**config.mk**
```make
export PLATFORM = sky130hd
export DESIGN_NAME = spvi_queue
export DESIGN_NICKNAME = d
export VERILOG_FILES = /design/src/rtl/spvi_pkg.sv /design/src/rtl/spvi_queue.sv
export SDC_FILE = /design/constraint.sdc
export NUM_CORES = 1
export LEC_CHECK = 0
export BUFFER_PORTS_ARGS = -buffer_cell sky130_fd_sc_hd__buf_2
export CAP_MARGIN = 20
export CORE_MARGIN = 3
export CORE_UTILIZATION = 40
export DETAILED_ROUTE_END_ITERATION = 6
export MAX_ROUTING_LAYER = met4
export PLACE_DENSITY = 0.65
export SLEW_MARGIN = 20
export SYNTH_ARGS = -nofsm -noshare
export SYNTH_HDL_FRONTEND = slang
export SYNTH_SLANG_ARGS = --single-unit
```
**constraint.sdc**
```tcl
create_clock -name clock -period 11 [get_ports clock]
set_input_delay 1.1 -clock clock [delete_from_list [all_inputs] [get_ports clock]]
set_output_delay 1.1 -clock clock [all_outputs]
set_load 0.03 [all_outputs]
```
**src/rtl/spvi_pkg.sv**
```systemverilog
package spvi_pkg;

   // Square root produces one root bit per stage, the divider one quotient bit per stage.
   localparam int SQ_STEPS = 48;
   localparam int DV_STEPS = 33;
   localparam int MUL_LAT = 4;

   // Positions along the back end's pipeline, counted from the entry stage.
   localparam int IDX_ROOT = SQ_STEPS;
   localparam int IDX_NUM = IDX_ROOT + 1;
   localparam int IDX_Q = IDX_NUM + DV_STEPS;
   localparam int IDX_IND = IDX_Q + MUL_LAT;
   localparam int IDX_PROD = IDX_IND + MUL_LAT;

   // Start to result strobe: difference stage, multiplier, d2 stage, queue write,
   // pop into the back end, back end pipeline, output register.
   localparam int RSP_LAT = 1 + MUL_LAT + 1 + 1 + 1 + IDX_PROD + 1;

   localparam int QUEUE_DEPTH = 4;
   localparam int QPTR_W = $clog2(QUEUE_DEPTH);
   localparam int QCNT_W = $clog2(QUEUE_DEPTH + 1);

   localparam logic [64:0] FATIGUE_STEP = 65'd4294967;
   localparam logic [63:0] SMAX = 64'h7FFF_FFFF_FFFF_FFFF;
   localparam logic [63:0] SMIN = 64'h8000_0000_0000_0000;

   typedef enum logic [2:0] {
      CSR_ORIGIN_X,
      CSR_ORIGIN_Y,
      CSR_ORIGIN_Z,
      CSR_DIR_X,
      CSR_DIR_Y,
      CSR_DIR_Z,
      CSR_RADIUS,
      CSR_INDENT_GAIN
   } csr_index_type;

   typedef struct packed {
      logic [2:0][63:0] origin;
      logic [2:0][63:0] dir;
      logic [62:0]      radius;
      logic [63:0]      gain;
   } cfg_type;

   typedef struct packed {
      logic [2:0][63:0] v;
      logic [63:0]      fatigue;
      logic             last;
   } item_type;

   typedef struct packed {
      item_type    item;
      logic [63:0] finc;
      logic [62:0] d2;
      logic        hit;
   } entry_type;

   typedef struct packed {
      item_type    item;
      logic [63:0] finc;
      logic        hit;
   } side_type;

endpackage

```
**src/rtl/spvi_queue.sv**
```systemverilog
// Short queue between front end and back end.
module spvi_queue (
   input  logic                 clock,
   input  logic                 reset,
   input  logic                 push_valid,
   input  spvi_pkg::entry_type  push_entry,
   output logic                 pop_valid,
   output spvi_pkg::entry_type  pop_entry,
   output logic                 full
);

   spvi_pkg::entry_type               mem_ff [0:spvi_pkg::QUEUE_DEPTH-1];
   logic [spvi_pkg::QPTR_W-1:0]       wr_ff, rd_ff;
   logic [spvi_pkg::QCNT_W-1:0]       cnt_ff, cnt_in;
   logic                              push, pop;

   always_comb begin
      full = (cnt_ff == spvi_pkg::QCNT_W'(spvi_pkg::QUEUE_DEPTH));
      pop = (cnt_ff != '0);
      push = push_valid && !full;
      cnt_in = cnt_ff + spvi_pkg::QCNT_W'(push) - spvi_pkg::QCNT_W'(pop);
   end

   always_ff @(posedge clock) begin
      if (reset) begin
         wr_ff <= '0;
         rd_ff <= '0;
         cnt_ff <= '0;
      end else begin
         if (push) wr_ff <= wr_ff + 1'b1;
         if (pop) rd_ff <= rd_ff + 1'b1;
         cnt_ff <= cnt_in;
      end
   end

   always_ff @(posedge clock) begin
      if (push) mem_ff[wr_ff] <= push_entry;
   end

   assign pop_valid = pop;
   assign pop_entry = mem_ff[rd_ff];

   // The back end drains a word every cycle, so the queue never holds more than one.
   a_shallow: assert property (@(posedge clock) disable iff (reset)
      cnt_ff <= spvi_pkg::QCNT_W'(1))
      else $error("queue holds more than one word");

   a_no_drop: assert property (@(posedge clock) disable iff (reset)
      push_valid |-> !full)
      else $error("word pushed into full queue");

endmodule

```
Word-level counts from Yosys, hierarchy flattened
Memories as Yosys holds them, arrays and structs flattened. A register that Yosys moved wholly into a read port is not among the register bits.
Cells that the tools add are included.
{ "op_classes": {"add_sub_neg": 4, "n_eq_ne": 1, "muxes": 4, "n_reduce_logical": 3} }
{ "op_table": {"columns": ["operator", "n"], "rows": [
  ["$add A2 B1 Y2 const B", 2],
  ["$mux W2", 2],
  ["$add A3 B1 Y3", 1],
  ["$eq A3 B3 Y1 const B", 1],
  ["$reduce_bool A3 Y1", 1],
  ["$sub A3 B1 Y3", 1],
  ["$mux W1", 2],
  ["$logic_and A1 B1 Y1", 1],
  ["$logic_not A1 Y1", 1]
]} }
{ "word_totals": {"reg_bits": 7, "mem_bits_rw": 1540, "inputBits": 388, "elab_cells": 16, "memories": 1} }
{ "mem_list": {"columns": ["memory", "words", "word_bits", "rd", "rd_ports_with_merged_regs", "write_ports", "line", "source"], "rows": [
  ["mem_ff", 4, 385, 1, 1, 1, "spvi_queue.sv:12", "spvi_pkg::entry_type mem_ff [0:spvi_pkg::QUEUE_DEPTH-1];"]
]} }

Depth between registers and ports, before layout
{ "depth": {"ltp_word": 5, "depth_mapped": 11, "depth_no_buf": 11} }

Least setup slack after synthesis
Ideal clock, no wire load.
{ "synth_path": {"path_kind": "input-to-reg", "startpoint": "in push_valid", "endpoint": "mem mem_ff[2][0] (netlist name), enable pin", "arrival_time_ns": 10.129, "required_ns": 10.202, "slack_ns": 0.073, "path_stages": 3, "n_path_buf": 0, "cell_sequence": "inv_1 -> nor2_1 -> and2_1"} }
{ "synth_via": {"elab_chain_cells": 3} }
{ "synth_rtl": {"columns": ["item", "line", "source"], "rows": [
  ["start: declaration", "spvi_queue.sv:5", "input logic push_valid,"],
  ["$logic_and A1 B1 Y1", "spvi_queue.sv:20", "push = push_valid && !full;"],
  ["$mux W1", "spvi_queue.sv:37", "if (push) mem_ff[wr_ff] <= push_entry;"],
  ["$mux W1 (implied by the code)", "spvi_queue.sv:37", null],
  ["end: declaration", "spvi_queue.sv:12", null]
]} }
Every way passes these cells.

==> results.yml <==
synth:
  synth-seq-cells: 1549
  synth_top_area_share_pct: 82.5
  synth_top_area_cell: "edfxtp_1"
  netlist_area_mm2: 0.0560
  synth_area_leaders: "edfxtp_1 (83%), mux4_2 (15%), buf_6 (0.80%), buf_2 (0.36%), dfxtp_1 (0.32%)"
  postSynthCellCount: 2059
  ys_warn_count: 0
  yosysUniqueCellTypes: 21
  syn_nets: 2454
  ys_seq_area_share_pct: 82.8
  postSynthAreaPerCell_um2: 27.2
timing:
  slew_headroom_pct: 20.4
  tns_ps: 0
  final.setup_skew_ps: 25.0
  post-route-period-util_pct: 46.1
  max_freq_mhz: 197
  period_needed_ps: 5070
  hold_viol_final: 0
  maxSlewViolCount: 0
  worstMarginPinSlew_ps: 1190
  rsz0062_at_grt: "false"
  setup_viol: 0
critical_path:
  crit_required_ps: 9900
  path_max_fanout: 98
  crit_path_frequent_cell: "buf_12"
  endpoint_kind: "primary output"
  cpMaxStageDelayCell: "dfxtp_4"
  critPathLaunchType: "register"
  worstPathCellList: "buf_12 > buf_12 > mux4_2 > buf_2"
  reg2reg_slack_ps: 7300
  critPathMaxStageDelay_ps: 820
  r2r_end: "mem_ff[2][87]$_DFFE_PP_"
  crit_type: "register to primary output"
  arrival_ps: 3970
  worst_r2r_path_depth: 5
  reg2reg_from: "cnt_ff[1]$_SDFF_PP0_"
route:
  totalWireLength_um: 118000
  first_pass_iters: 7
  wl_met1_um: 43500
  wire_per_inst_um: 23.9
  top_layer: "met4"
  first_iter_violations: 1487
  viasPerCell: 5.04
  met2WireLength_um: 63200
  drtAntennaViolNets: 0
  routed-via-count: 24974
  drc_errors: 0
  wl_met3_um: 8150
die:
  coreArea_mm2: 0.138
  start_util_pct: 40.5
  die_y_um: 380
  die_w_um: 380
  fp-row-count: 136
  ios: 775
  dieArea_mm2: 0.145
power_and_ir_drop:
  power.leakage_nw: 22.1
  vdd_drop_max_mv: 0.230
  p_per_area_mw_per_mm2: 268
run:
  drv_cap: 0
cts:
  postCtsSetupBuffers: 0
  clock_path_buffers: 3
  numCtsBuffers: 158
  clkSlewWorstSetupHoldPaths_ps: 60
  clk_latency_ps: 750
  cts_tree: "done"
  postCtsHoldBufs: 0
  numClockSinks: 1549
  cts.repair.resized: 0
  h-tree-depth: 4
  root_buffer: "clkbuf_16"
global_route:
  grt_overflow: 0
  grt_pass1_vias: 26029
  grt_pass1_wl_um: 175000
  antenna_found_initial: 46
  grt_max_degree: 137
  gr-usage-all-layers_pct: 16.7
place:
  port-buffer-count: 774
  post-dp-hpwl_um: 74500
  place.gp.congestion: 0.761
cells_and_area:
  layout-area-overhead-vs-synth_pct: 19.6
  nets: 3328
  final_cell_mix: "edfxtp_1 (1540), buf_2 (774), mux4_2 (385)"
  layout_commonest_cell: "edfxtp_1"
  post-route-util_pct: 48.5
  drive_gt1_share_pct: 45.8
worst_hold_path:
  min_path_type: "register to register"
  hold_depth: 2
  whs_endpoint: "wr_ff[1]$_SDFFE_PP0P_"
  hp-start: "wr_ff[1]$_SDFFE_PP0P_"
outcome:
  status: "finished clean"
## area by class of cell
class / count / area (µm²)
diodes: 39 / 97.6
clock buffers: 202 / 4140
clock inverters: 83 / 871
fillers: 11115 / 71300
inverters: 6 / 22.5
multi-input cells: 417 / 8930
flip-flops and latches: 1549 / 46400
well taps: 1863 / 2330
repair buffers: 801 / 4230
## cell usage after synthesis
cell type	instances
o31ai_1	1
xor2_1	2
nor2_1	5
clkbuf_1	7
buf_2	40
inv_1	6
dfxtp_1	9
nor2b_1	1
or3_1	2
a21oi_1	1
edfxtp_1	1540
ha_1	6
mux2i_1	1
nor3_1	1
nand2b_1	2
fa_1	1
o21ai_0	1
nor3b_1	3
mux4_2	385
buf_6	40
and2_1	5
## cell families (layout without fill, tap and decap cells)
logic type / count (synthesis) / after routing / share of synthesized area [%]
flip-flops: 1549 / 1549 / 82.8
multiplexers: 386 / 386 / 15.5
buffers and inverters: 93 / 1092 / 1.25
AND/OR/NAND/NOR: 19 / 19 / 0.194
adder cells (fa/ha/maj): 7 / 7 / 0.170
AO/OA/AOI/OAI: 3 / 3 / 0.0312
XOR/XNOR: 2 / 2 / 0.0313
other: 0 / 39 / 0
## worst max path at each step
stage          startpoint                     end  slack, ps
2_1_floorplan  push_valid  mem_ff[2][0]$_DFFE_PP_         70
3_3_place_gp     register          pop_entry[331]       6590
3_5_place_dp     register          pop_entry[331]       6590
4_1_cts          register          pop_entry[331]       5730
5_1_grt          register          pop_entry[331]       5530
6_report         register           pop_entry[87]       5930
## per-stage QoR
stage                     std cells  cell area (µm²)  hold slack, ps  worst slack, ps  total power, mW
final                          4960            67100             523             5930             18.0
after global routing           4952            67000             486             5530             18.7
after CTS                      4921            67000             467             5730             18.2
after detailed placement       4636            61900             514             6590             13.1
after global placement         4636            61900             505             6590             13.1
after floorplan                2059            56000             482             73.5             11.7
## critical path: cells and delay by family (launching register included)
kind | cells | cell delay (ps)
buf+inv | 3 | 1410
mux | 1 | 610
flops | 1 | 820
## sequential cells by signal (all words and copies together) (netlist names), named ones only
register	flops
rd_ff	2
mem_ff	1540
cnt_ff	3
wr_ff	2
## layer usage
layer	global-route usage (%)	up-vias
li1	-	10809
met4	5.97	0
met3	4.82	208
met5	-	-
met1	19.1	13164
met2	28.2	793
## power breakdown
group | switching (mW) | internal, mW | total [mW]
Sequential | 0.156 | 7.12 | 7.27
Clock | 2.17 | 2.94 | 5.11
Combinational | 3.64 | 1.95 | 5.59
Total | 5.97 | 12.0 | 18.0
Note: power is estimated with default switching activity, not from simulation.
